`src/rtl/core/nv12_to_rgb_nearest_scaler_assert.svh`:
```
// ----------------------------------------------------------------------------
// NV12 scaler assertion macros
// Concurrent checks for the scaler core, compiled out under synthesis.
// ----------------------------------------------------------------------------
`ifndef NV12_TO_RGB_NEAREST_SCALER_ASSERT_SVH
`define NV12_TO_RGB_NEAREST_SCALER_ASSERT_SVH

`ifndef SYNTHESIS
// Plain property under reset gating.
`define NVS_ASSERT(label, clk, rst_n, prop) \
  label: assert property (@(posedge clk) disable iff (!rst_n) (prop)) \
    else $error("nv12 scaler check failed");
// Same-cycle implication.
`define NVS_ASSERT_IMPL(label, clk, rst_n, ante, cons) \
  label: assert property (@(posedge clk) disable iff (!rst_n) (ante) |-> (cons)) \
    else $error("nv12 scaler check failed");
// Next-cycle implication.
`define NVS_ASSERT_NEXT(label, clk, rst_n, ante, cons) \
  label: assert property (@(posedge clk) disable iff (!rst_n) (ante) |=> (cons)) \
    else $error("nv12 scaler check failed");
`else
`define NVS_ASSERT(label, clk, rst_n, prop)
`define NVS_ASSERT_IMPL(label, clk, rst_n, ante, cons)
`define NVS_ASSERT_NEXT(label, clk, rst_n, ante, cons)
`endif

`endif

```
`src/rtl/core/nv12s_pkg.sv`:
```
// ----------------------------------------------------------------------------
// NV12 scaler package
// Register map, reset values, BT.601 coefficients and the output clamp.
// ----------------------------------------------------------------------------
`timescale 1ns / 1ps

package nv12s_pkg;

  localparam int CfgW    = 13;
  localparam int CfgIdxW = 3;
  localparam int PixW    = 8;
  localparam int SumW    = 20;

  typedef enum logic [CfgIdxW-1:0] {
    RegSrcW = 3'd0,
    RegSrcH = 3'd1,
    RegDstW = 3'd2,
    RegDstH = 3'd3
  } cfg_reg_e;

  localparam logic [CfgW-1:0] SrcWReset = 13'd3840;
  localparam logic [CfgW-1:0] SrcHReset = 13'd2160;
  localparam logic [CfgW-1:0] DstWReset = 13'd640;
  localparam logic [CfgW-1:0] DstHReset = 13'd640;

  // BT.601 limited range, 8 fractional bits
  localparam logic signed [SumW-1:0] CoefY    = 20'sd298;
  localparam logic signed [SumW-1:0] CoefRV   = 20'sd409;
  localparam logic signed [SumW-1:0] CoefGU   = 20'sd100;
  localparam logic signed [SumW-1:0] CoefGV   = 20'sd208;
  localparam logic signed [SumW-1:0] CoefBU   = 20'sd516;
  localparam logic signed [SumW-1:0] RoundAdd = 20'sd128;
  localparam logic [9:0]             LumaOfs  = 10'd16;
  localparam logic [9:0]             ChromaOfs = 10'd128;
  localparam logic signed [SumW-1:0] PixMax   = 20'sd255;

  // Floor-divide by 256 and clamp to 0..255.
  function automatic logic [PixW-1:0] scale_clamp(input logic signed [SumW-1:0] v);
    logic signed [SumW-1:0] q;
    q = v >>> 8;
    if (q < 0) begin
      scale_clamp = '0;
    end else if (q > PixMax) begin
      scale_clamp = '1;
    end else begin
      scale_clamp = q[PixW-1:0];
    end
  endfunction

endpackage

```
`src/rtl/core/nv12_to_rgb_nearest_scaler.sv`:
```
// Path: a kept pixel passes the input register, then the result register.
// Throughput: one source pixel per cycle unless stalled; the keep test and the
// counter update settle at accept, the color math in the next register stage.
// Reset: registers return to their defaults and all counters and accumulators
// clear at once; no clearing pass. Any register write restarts the frame.
// ----------------------------------------------------------------------------
// NV12 to RGB nearest-neighbor downscaler
// Picks source pixels by exact integer stepping and converts them to RGB.
// ----------------------------------------------------------------------------
`timescale 1ns / 1ps
`include "nv12_to_rgb_nearest_scaler_assert.svh"

module nv12_to_rgb_nearest_scaler #(
  parameter int MAX_WIDTH  = 4096,
  parameter int MAX_HEIGHT = 4096
) (
  input  logic                            clk_i,
  input  logic                            rst_ni,
  // configuration
  input  logic                            cfg_valid_i,
  output logic                            cfg_ready_o,
  input  logic [nv12s_pkg::CfgIdxW-1:0]   cfg_index_i,
  input  logic [nv12s_pkg::CfgW-1:0]      cfg_data_i,
  // source pixels
  input  logic                            in_valid_i,
  output logic                            in_stall_o,
  input  logic [7:0]                      luma_i,
  input  logic [7:0]                      chroma_blue_i,
  input  logic [7:0]                      chroma_red_i,
  // RGB pixels
  output logic                            out_valid_o,
  input  logic                            out_stall_i,
  output logic [7:0]                      red_o,
  output logic [7:0]                      green_o,
  output logic [7:0]                      blue_o,
  output logic                            frame_end_o
);

  localparam int CfgW = nv12s_pkg::CfgW;
  localparam int EW   = CfgW + 1;
  localparam int WW   = $clog2(MAX_WIDTH + 1);
  localparam int HW   = $clog2(MAX_HEIGHT + 1);
  localparam int XW   = $clog2(MAX_WIDTH);
  localparam int YW   = $clog2(MAX_HEIGHT);
  localparam int AWX  = 2 * WW;
  localparam int AWY  = 2 * HW;
  localparam logic [EW-1:0] MaxW = EW'(MAX_WIDTH);
  localparam logic [EW-1:0] MaxH = EW'(MAX_HEIGHT);
  localparam logic [EW-1:0] One  = EW'(1);

  // configuration registers
  logic [CfgW-1:0] source_width_q, source_height_q, target_width_q, target_height_q;
  logic            cfg_we, cfg_hit;

  assign cfg_ready_o = 1'b1;
  assign cfg_we      = cfg_valid_i && cfg_ready_o;

  always_comb begin
    case (cfg_index_i)
      nv12s_pkg::RegSrcW: cfg_hit = 1'b1;
      nv12s_pkg::RegSrcH: cfg_hit = 1'b1;
      nv12s_pkg::RegDstW: cfg_hit = 1'b1;
      nv12s_pkg::RegDstH: cfg_hit = 1'b1;
      default:            cfg_hit = 1'b0;
    endcase
  end

  always_ff @(posedge clk_i or negedge rst_ni) begin
    if (!rst_ni) begin
      source_width_q  <= nv12s_pkg::SrcWReset;
      source_height_q <= nv12s_pkg::SrcHReset;
      target_width_q  <= nv12s_pkg::DstWReset;
      target_height_q <= nv12s_pkg::DstHReset;
    end else if (cfg_we) begin
      case (cfg_index_i)
        nv12s_pkg::RegSrcW: source_width_q  <= cfg_data_i;
        nv12s_pkg::RegSrcH: source_height_q <= cfg_data_i;
        nv12s_pkg::RegDstW: target_width_q  <= cfg_data_i;
        nv12s_pkg::RegDstH: target_height_q <= cfg_data_i;
        default: ;
      endcase
    end
  end

  // effective sizes: zero counts as one, targets never exceed sources
  logic [EW-1:0] sw_ext, sh_ext, tw_ext, th_ext;
  logic [EW-1:0] sw_full, sh_full, tw_full, th_full;
  logic [WW-1:0] sw, tw;
  logic [HW-1:0] sh, th;

  always_comb begin
    sw_ext = {1'b0, source_width_q};
    sh_ext = {1'b0, source_height_q};
    tw_ext = {1'b0, target_width_q};
    th_ext = {1'b0, target_height_q};
    sw_full = (sw_ext == '0) ? One : ((sw_ext > MaxW) ? MaxW : sw_ext);
    sh_full = (sh_ext == '0) ? One : ((sh_ext > MaxH) ? MaxH : sh_ext);
    tw_full = (tw_ext == '0) ? One : ((tw_ext > sw_full) ? sw_full : tw_ext);
    th_full = (th_ext == '0) ? One : ((th_ext > sh_full) ? sh_full : th_ext);
    sw = sw_full[WW-1:0];
    sh = sh_full[HW-1:0];
    tw = tw_full[WW-1:0];
    th = th_full[HW-1:0];
  end

  // handshake
  logic out_valid_q, s1_valid_q;
  logic out_adv, s1_free, in_acc;

  assign out_adv    = !out_valid_q || !out_stall_i;
  assign s1_free    = !s1_valid_q || out_adv;
  assign in_stall_o = !s1_free;
  assign in_acc     = in_valid_i && !in_stall_o;

  // pick counters; the base accumulators hold src_col*TW and src_row*TH
  logic [XW-1:0]  src_col_q, src_col_d;
  logic [YW-1:0]  src_row_q, src_row_d;
  logic [WW-1:0]  out_col_q, out_col_d;
  logic [HW-1:0]  out_row_q, out_row_d;
  logic [AWX-1:0] col_pick_q, col_pick_d, col_base_q, col_base_d, col_bound;
  logic [AWY-1:0] row_pick_q, row_pick_d, row_base_q, row_base_d, row_bound;
  logic [WW-1:0]  src_col_inc, out_col_inc;
  logic [HW-1:0]  src_row_inc, out_row_inc;
  logic           col_hit, row_hit, keep, last_pix;

  always_comb begin
    col_bound   = col_base_q + AWX'(tw);
    row_bound   = row_base_q + AWY'(th);
    col_hit     = (out_col_q < tw) && (col_pick_q < col_bound);
    row_hit     = (out_row_q < th) && (row_pick_q < row_bound);
    keep        = col_hit && row_hit;
    src_col_inc = WW'(src_col_q) + WW'(1);
    src_row_inc = HW'(src_row_q) + HW'(1);
    out_col_inc = out_col_q + WW'(1);
    out_row_inc = out_row_q + HW'(1);
    last_pix    = (out_col_inc == tw) && (out_row_inc == th);

    src_col_d  = src_col_q;
    src_row_d  = src_row_q;
    out_col_d  = out_col_q;
    out_row_d  = out_row_q;
    col_pick_d = col_pick_q;
    col_base_d = col_base_q;
    row_pick_d = row_pick_q;
    row_base_d = row_base_q;

    if (cfg_we && cfg_hit) begin
      src_col_d  = '0;
      src_row_d  = '0;
      out_col_d  = '0;
      out_row_d  = '0;
      col_pick_d = '0;
      col_base_d = '0;
      row_pick_d = '0;
      row_base_d = '0;
    end else if (in_acc) begin
      if (col_hit) begin
        out_col_d  = out_col_inc;
        col_pick_d = col_pick_q + AWX'(sw);
      end
      col_base_d = col_base_q + AWX'(tw);
      if (src_col_inc >= sw) begin
        // end of line: restart column state, step the row
        src_col_d  = '0;
        out_col_d  = '0;
        col_pick_d = '0;
        col_base_d = '0;
        if (row_hit) begin
          out_row_d  = out_row_inc;
          row_pick_d = row_pick_q + AWY'(sh);
        end
        row_base_d = row_base_q + AWY'(th);
        if (src_row_inc >= sh) begin
          src_row_d  = '0;
          out_row_d  = '0;
          row_pick_d = '0;
          row_base_d = '0;
        end else begin
          src_row_d = src_row_inc[YW-1:0];
        end
      end else begin
        src_col_d = src_col_inc[XW-1:0];
      end
    end
  end

  always_ff @(posedge clk_i or negedge rst_ni) begin
    if (!rst_ni) begin
      src_col_q  <= '0;
      src_row_q  <= '0;
      out_col_q  <= '0;
      out_row_q  <= '0;
      col_pick_q <= '0;
      col_base_q <= '0;
      row_pick_q <= '0;
      row_base_q <= '0;
    end else begin
      src_col_q  <= src_col_d;
      src_row_q  <= src_row_d;
      out_col_q  <= out_col_d;
      out_row_q  <= out_row_d;
      col_pick_q <= col_pick_d;
      col_base_q <= col_base_d;
      row_pick_q <= row_pick_d;
      row_base_q <= row_base_d;
    end
  end

  // input register: kept pixels only
  logic [7:0] y_q, u_q, v_q;
  logic       last_q;

  always_ff @(posedge clk_i or negedge rst_ni) begin
    if (!rst_ni) begin
      s1_valid_q <= 1'b0;
    end else if (s1_free) begin
      s1_valid_q <= in_acc && keep;
    end
  end

  always_ff @(posedge clk_i) begin
    if (s1_free && in_acc && keep) begin
      y_q    <= luma_i;
      u_q    <= chroma_blue_i;
      v_q    <= chroma_red_i;
      last_q <= last_pix;
    end
  end

  // color conversion
  logic signed [nv12s_pkg::SumW-1:0] c_s, d_s, e_s, r_sum, g_sum, b_sum;

  always_comb begin
    c_s   = nv12s_pkg::SumW'($signed({2'b00, y_q} - nv12s_pkg::LumaOfs));
    d_s   = nv12s_pkg::SumW'($signed({2'b00, u_q} - nv12s_pkg::ChromaOfs));
    e_s   = nv12s_pkg::SumW'($signed({2'b00, v_q} - nv12s_pkg::ChromaOfs));
    r_sum = nv12s_pkg::CoefY * c_s + nv12s_pkg::CoefRV * e_s + nv12s_pkg::RoundAdd;
    g_sum = nv12s_pkg::CoefY * c_s - nv12s_pkg::CoefGU * d_s - nv12s_pkg::CoefGV * e_s
            + nv12s_pkg::RoundAdd;
    b_sum = nv12s_pkg::CoefY * c_s + nv12s_pkg::CoefBU * d_s + nv12s_pkg::RoundAdd;
  end

  // result register
  always_ff @(posedge clk_i or negedge rst_ni) begin
    if (!rst_ni) begin
      out_valid_q <= 1'b0;
    end else if (out_adv) begin
      out_valid_q <= s1_valid_q;
    end
  end

  always_ff @(posedge clk_i) begin
    if (out_adv && s1_valid_q) begin
      red_o       <= nv12s_pkg::scale_clamp(r_sum);
      green_o     <= nv12s_pkg::scale_clamp(g_sum);
      blue_o      <= nv12s_pkg::scale_clamp(b_sum);
      frame_end_o <= last_q;
    end
  end

  assign out_valid_o = out_valid_q;

  // checks
  `NVS_ASSERT_IMPL(a_stall_only_when_full, clk_i, rst_ni, in_stall_o, s1_valid_q && out_valid_q)
  `NVS_ASSERT_NEXT(a_cfg_restarts, clk_i, rst_ni, cfg_we && cfg_hit, src_col_q == '0 && out_row_q == '0)
  `NVS_ASSERT(a_out_col_bounded, clk_i, rst_ni, out_col_q <= tw)

endmodule
```
`config.mk`:
```
export PLATFORM = sky130hd
export DESIGN_NAME = nv12_to_rgb_nearest_scaler
export DESIGN_NICKNAME = d
export VERILOG_FILES = /design/src/rtl/core/nv12s_pkg.sv /design/src/rtl/core/nv12_to_rgb_nearest_scaler.sv
export VERILOG_INCLUDE_DIRS = /design/src /design/src/rtl/core
export SDC_FILE = /design/constraint.sdc
export NUM_CORES = 1
export LEC_CHECK = 0
export BUFFER_PORTS_ARGS = -buffer_cell sky130_fd_sc_hd__buf_4
export CAP_MARGIN = 20
export CELL_PAD_IN_SITES_DETAIL_PLACEMENT = 0
export CELL_PAD_IN_SITES_GLOBAL_PLACEMENT = 1
export CORE_MARGIN = 4
export CORE_UTILIZATION = 52
export CTS_BUF_LIST = sky130_fd_sc_hd__clkbuf_2 sky130_fd_sc_hd__clkbuf_4 sky130_fd_sc_hd__clkbuf_8
export CTS_CLUSTER_DIAMETER = 100
export DETAILED_ROUTE_END_ITERATION = 10
export PLACE_DENSITY_LB_ADDON = 0.1
export SETUP_SLACK_MARGIN = 0.2
export SLEW_MARGIN = 10
export SYNTH_ARGS = -nofsm -noshare
export SYNTH_HDL_FRONTEND = slang
export SYNTH_SLANG_ARGS = --single-unit
```
`constraint.sdc`:
```
create_clock -name clk_i -period 10.6 [get_ports clk_i]
set_input_delay 2.12 -clock clk_i [delete_from_list [all_inputs] [get_ports clk_i]]
set_output_delay 2.12 -clock clk_i [all_outputs]
set_load 0.01 [all_outputs]
```
-- Yosys cells after proc, flatten, opt, wreduce, memory -nomap -nowiden
Index checks and enable logic that the tools add are counted.
- bits in registers: 258
- latch bits: 0
- bits in writable memories: 0
- ROM bits: 0
- output and inout port bits: 28
- memories: 0
- add/sub/neg operators: 18
- $mul: 5
- div/mod/pow operators: 0
- magnitude comparators: 16
- equality and inequality tests: 5
- shifts and indexed selects: 0
- mux-type cells: 44
- bitwise logic cells: 0
- reductions and logical operators: 33
- operator list (cell ; number):
    $mux W26 ; 16
    $mux W13 ; 17
    $add A26 B13 Y26 ; 4
    $mux W12 ; 7
    $add A20 B9 Y20 const B ; 3
    $logic_not A13 Y1 ; 4
    $lt A26 B26 Y1 ; 2
    $gt A12 B9 Y1 const B ; 3
    $lt A12 B1 Y1 const B ; 3
    $mul A9 B9 Y18 const A ; 2
    $add A12 B1 Y13 const B ; 2
    $add A13 B1 Y13 const B ; 2
    $eq A13 B13 Y1 ; 2
    $ge A13 B13 Y1 ; 2
    $gt A13 B13 Y1 ; 2
    $gt A13 B13 Y1 const B ; 2
    $lt A13 B13 Y1 ; 2
    $mux W8 ; 3
    $add A19 B19 Y20 ; 1
    $add A19 B20 Y20 ; 1
    $sub A19 B17 Y20 ; 1
    $sub A20 B18 Y20 ; 1
    $mul A10 B9 Y19 const A ; 1
    $sub A8 B8 Y9 const B ; 2
    other kinds (15) ; 36

-- Depth between registers and ports, before layout
- depth after elaboration: 14
- depth in mapped cells: 38
- mapped depth without buffers: 34

-- Least setup slack after synthesis
Ideal clock, no wire load.
- kind: register to register
- from: register source_height_q[12]
- to: register last_q, enable pin
- arrival: 7.977 ns
- data required time: 10.160 ns
- slack: 2.183 ns
- stages on the path, launching flop included: 33
- path buffers: 4
- clock period less this slack: 8.417 ns
- cells stage by stage: dfrtp_1 > inv_1 > clkbuf_1 > nand2_1 > ha_1 > and4_1 > and3_4 > a21boi_4 > nor3_4 > nor2_2 > buf_6 > nor2_1 > a211o_1 > ha_1 > a21o_1 > a21oi_1 > o21ai_0 > a2111oi_0 > o31ai_1 > a31o_2 > nor2b_1 > and3_1 > xnor2_1 > ha_1 > a21oi_1 > nor2b_1 > a2111oi_0 > o211a_1 > o31ai_2 > or2_1 > buf_6 > buf_6 > nor3_1
- cells in the longest elaborated chain, start to end: 11
- elaborated cells between the ends (all ways): 13
- classes of those cells: 1 x add/sub; 4 x order compare; 4 x mux; 4 x reduce/logical
- ends and longest elaborated chain (what ; line ; RTL):
    start: declaration ; nv12_to_rgb_nearest_scaler.sv:52 ; logic [CfgW-1:0] source_width_q, source_height_q, target_width_q, target_height_q;
    start signal: assignment ; nv12_to_rgb_nearest_scaler.sv:71 ; source_height_q <= nv12s_pkg::SrcHReset;
    start signal: assignment ; nv12_to_rgb_nearest_scaler.sv:77 ; nv12s_pkg::RegSrcH: source_height_q <= cfg_data_i;
    $gt A13 B13 Y1 ; nv12_to_rgb_nearest_scaler.sv:97 ; sh_full = (sh_ext == '0) ? One : ((sh_ext > MaxH) ? MaxH : sh_ext);
    $mux W13 ; nv12_to_rgb_nearest_scaler.sv:97 ;
    $mux W13 * ; nv12_to_rgb_nearest_scaler.sv:97 ;
    $gt A13 B13 Y1 ; nv12_to_rgb_nearest_scaler.sv:99 ; th_full = (th_ext == '0) ? One : ((th_ext > sh_full) ? sh_full : th_ext);
    $mux W13 * (2 in a row) ; nv12_to_rgb_nearest_scaler.sv:99 ;
    $add A26 B13 Y26 ; nv12_to_rgb_nearest_scaler.sv:128 ; row_bound = row_base_q + AWY'(th);
    $lt A26 B26 Y1 ; nv12_to_rgb_nearest_scaler.sv:130 ; row_hit = (out_row_q < th) && (row_pick_q < row_bound);
    $logic_and A1 B1 Y1 * ; nv12_to_rgb_nearest_scaler.sv:130 ;
    $logic_and A1 B1 Y1 * ; nv12_to_rgb_nearest_scaler.sv:131 ; keep = col_hit && row_hit;
    $logic_and A1 B1 Y1 * ; nv12_to_rgb_nearest_scaler.sv:222 ; if (s1_free && in_acc && keep) begin
    end signal: assignment ; nv12_to_rgb_nearest_scaler.sv:226 ; last_q <= last_pix;
    end: declaration ; nv12_to_rgb_nearest_scaler.sv:211 ; logic last_q;
Mark *: on every way between the ends. The rest lies on a longest branch, timed or not.
A chain may end at the register's enable or synchronous reset.

-- Worst setup path in the final report
- from: register source_width_q[12]
- to: register col_pick_q[19]
- cells in the longest elaborated chain, start to end: 11
- elaborated cells between the ends (all ways): 19
- classes of those cells: 2 x add/sub; 5 x order compare; 8 x mux; 4 x reduce/logical
- ends and longest elaborated chain (what ; line ; RTL):
    start: declaration ; nv12_to_rgb_nearest_scaler.sv:52 ;
    start signal: assignment ; nv12_to_rgb_nearest_scaler.sv:70 ; source_width_q <= nv12s_pkg::SrcWReset;
    start signal: assignment ; nv12_to_rgb_nearest_scaler.sv:76 ; nv12s_pkg::RegSrcW: source_width_q <= cfg_data_i;
    $gt A13 B13 Y1 ; nv12_to_rgb_nearest_scaler.sv:96 ; sw_full = (sw_ext == '0) ? One : ((sw_ext > MaxW) ? MaxW : sw_ext);
    $mux W13 ; nv12_to_rgb_nearest_scaler.sv:96 ;
    $mux W13 * ; nv12_to_rgb_nearest_scaler.sv:96 ;
    $gt A13 B13 Y1 ; nv12_to_rgb_nearest_scaler.sv:98 ; tw_full = (tw_ext == '0) ? One : ((tw_ext > sw_full) ? sw_full : tw_ext);
    $mux W13 (2 in a row) ; nv12_to_rgb_nearest_scaler.sv:98 ;
    $add A26 B13 Y26 ; nv12_to_rgb_nearest_scaler.sv:127 ; col_bound = col_base_q + AWX'(tw);
    $lt A26 B26 Y1 ; nv12_to_rgb_nearest_scaler.sv:129 ; col_hit = (out_col_q < tw) && (col_pick_q < col_bound);
    $logic_and A1 B1 Y1 ; nv12_to_rgb_nearest_scaler.sv:129 ;
    $reduce_bool A3 Y1 (no line) ; -- ;
    $reduce_and A2 Y1 (no line) ; -- ;
    end signal: assignment ; nv12_to_rgb_nearest_scaler.sv:202 ; col_pick_q <= col_pick_d;
    end: declaration ; nv12_to_rgb_nearest_scaler.sv:120 ; logic [AWX-1:0] col_pick_q, col_pick_d, col_base_q, col_base_d, col_bound;
Mark *: on every way between the ends. The rest lies on a longest branch, timed or not. The select of a mux whose other input is x is not followed.

==> impl_metrics.toml <==
[outcome]
outcome = "complete, no violations"

[clock_network]
cts.clk_slew.worst_paths_ns = 0.07
clk_latency_ns = 0.68
cts_buffers = 50
ctsResizeCount = 0
ctsHtreeMaxLevel = 2
cts_sinks = 258
cts_tree = "done"
clockRootBuffer = "clkbuf_8"
cts_max_path_buffers = 3
post_cts_buffers = 0
cts-hold-fix-buffers = 0

[yosys]
ys_top_cells_by_area = "ha_1, dfrtp_1, edfxtp_1"
synth_top_area_share_pct = 21.3
synthArstFlopShare_pct = 80.6
yosysWarnings = 0
ys_ff_latch = 258
synth-main-ff-cell = "dfrtp_1"
yosysMostFrequentCell = "ha_1"
syn_area_mm2 = 0.0247
yosysTopAreaCell = "ha_1"
synth-edff-count = 50
synthesis.nets = 3173
synthCells = 2637
ys_types = 97
syn_area_per_cell_um2 = 9.37
synth.top_cells.by_count = "ha_1, inv_1, dfrtp_1, nand2_1, a21oi_1"
yosysSeqAreaShare_pct = 27.2

[sta]
grt_setup_unrepaired = "false"
clock_skew_ns = 0.0578
hold_viol = 0
slew_violations = 0
fin_crit_sh_pct = 83.7
finalSetupTns_ns = 0
tightest_slew_ns = 1.04
clock.fmax_mhz = 113
fin_ws_ns = 1.73
finalCriticalPeriod_ns = 8.87
slew_headroom_pct = 30.5
setup_viol = 0

[critical_path]
required_ns = 11.11
cp-end-kind = "register"
crit_family = "compound AO/OA/AOI/OAI gates"
cpMaxStageDelayCell = "a21oi_1"
path_max_fanout = 24
cp_num_buf_inv = 2
cpMostUsedCell = "a21oi_1"
slowest_delay_ns = 0.99
crit_path_start = "source_width_q[12]"
cp-start-kind = "register"
r2r_start = "source_width_q[12]"
critPathKind = "reg -> reg"
worstPathArrival_ns = 9.37

[place]
gp_congestion = 0.872
hpwl_um = 47900
placed_cells = 3275
numPortBuffers = 71
place_ws_ns = 1.83

[cells_and_area]
drive_gt1_share_pct = 12.0
finalNonFillerCells = 3370
fill_cells = 4116
final_core_util_pct = 58.0
fin_nets = 3257
syn_to_final_growth_pct = 9.77
insertedDiodeCount = 0

[global_routing]
grt_pass1_vias = 19565
grt_overflow = 0
grt_pass1_wl_um = 101000
gr-usage-all-layers_pct = 24.6
antenna_found_initial = 0
grt_start_max_net_pins = 97

[die]
fp.dieW_um = 226
die_h_um = 226
core_mm2 = 0.0468
rows = 79
dieArea_mm2 = 0.0511
ios = 73
start_util_pct = 52.9

[drt]
antenna_left = 0
first_pass_iters = 5
drt_iter0_drc = 1115
num_vias = 19554
finalWirelength_um = 62500
drc_errors = 0
wire_per_inst_um = 18.6
viasPerCell = 5.80

[min_path]
hp-class = "reg -> reg"
hold_start = "s1_valid_q"

[run]
cap_violations = 0
-- state kept, by name, indices dropped and copies added, names as in the netlist, 26 cells and up --
register,cells
col_base_q,26
col_pick_q,26
row_base_q,26
row_pick_q,26
-- path summary, 6_finish.rpt --
check | cells past startpoint | slack, ns | endpoint
setup / recovery | 32 | 1.73 | col_pick_q[19]
hold / removal | 1 | 0.48 | out_valid_o
setup reg to reg | 32 | 1.73 | col_pick_q[19]
hold reg to reg | 1 | 0.48 | out_valid_o
max in group asynchronous | 3 | 7.10 | row_base_q[19]
min in group asynchronous | 1 | 1.46 | src_col_q[9]
-- cell type report --
type	instances	area, um^2	share of cell area [%]
clock buffers	72	922	3.40
clock inverters	22	275	1.01
inverters	290	1090	4.01
multi-input cells	2027	16600	61.4
flip-flops and latches	258	6720	24.8
well taps	607	759	2.80
repair buffers	94	713	2.63
-- metal layers --
layer	track usage [%]	share of wire, %	up-vias
met5	0	0	-
met4	8.56	3.4	0
met3	3.69	5.0	121
met2	41.5	47	437
met1	32.4	44	9396
li1	-	-	9600
-- metrics by stage --
step           area, um^2  hold WS (ns)
2_1_floorplan       24700         0.400
3_3_place_gp        25900         0.453
3_5_place_dp        25900         0.470
4_1_cts             27100         0.481
5_1_grt             27100         0.510
6_report            27100         0.480
-- cells in the final DEF (no fill, tap or decap), types with 7 or more instances in the layout --
cell type	count
ha_1	420
inv_1	287
dfrtp_1	196
nand2_1	178
a21oi_1	175
o21ai_0	158
xnor2_1	123
nor2_1	98
buf_4	93
a21o_1	85
fa_1	71
mux2_2	63
xor2_1	62
clkbuf_8	61
nand3_1	57
edfxtp_1	50
nor3_1	42
o31ai_1	36
and3_1	32
nand2b_1	32
nand4_1	32
nor2b_1	30
a31oi_1	26
nor4_1	25
or3_1	24
o21a_1	22
o21bai_1	22
mux2i_1	15
or2_2	14
o211ai_1	13
a22o_1	13
dfstp_2	12
clkbuf_4	11
clkinv_2	10
and2_1	8
a31o_2	8
or4_1	8
o22ai_1	7
-- cells by family after synthesis --
group | count (synthesis) | synth area share (%)
adder cells (fa/ha/maj) | 491 | 27.0
AO/OA/AOI/OAI | 640 | 16.5
XOR/XNOR | 185 | 6.56
multiplexers | 84 | 3.90
AND/OR/NAND/NOR | 626 | 13.2
other | 1 | 0.0152
buffers and inverters | 352 | 5.59
flip-flops | 258 | 27.2
Power is left out: the tool's default activity adds up to more than one toggle a clock period on the data nets, which glitch-free logic cannot reach.
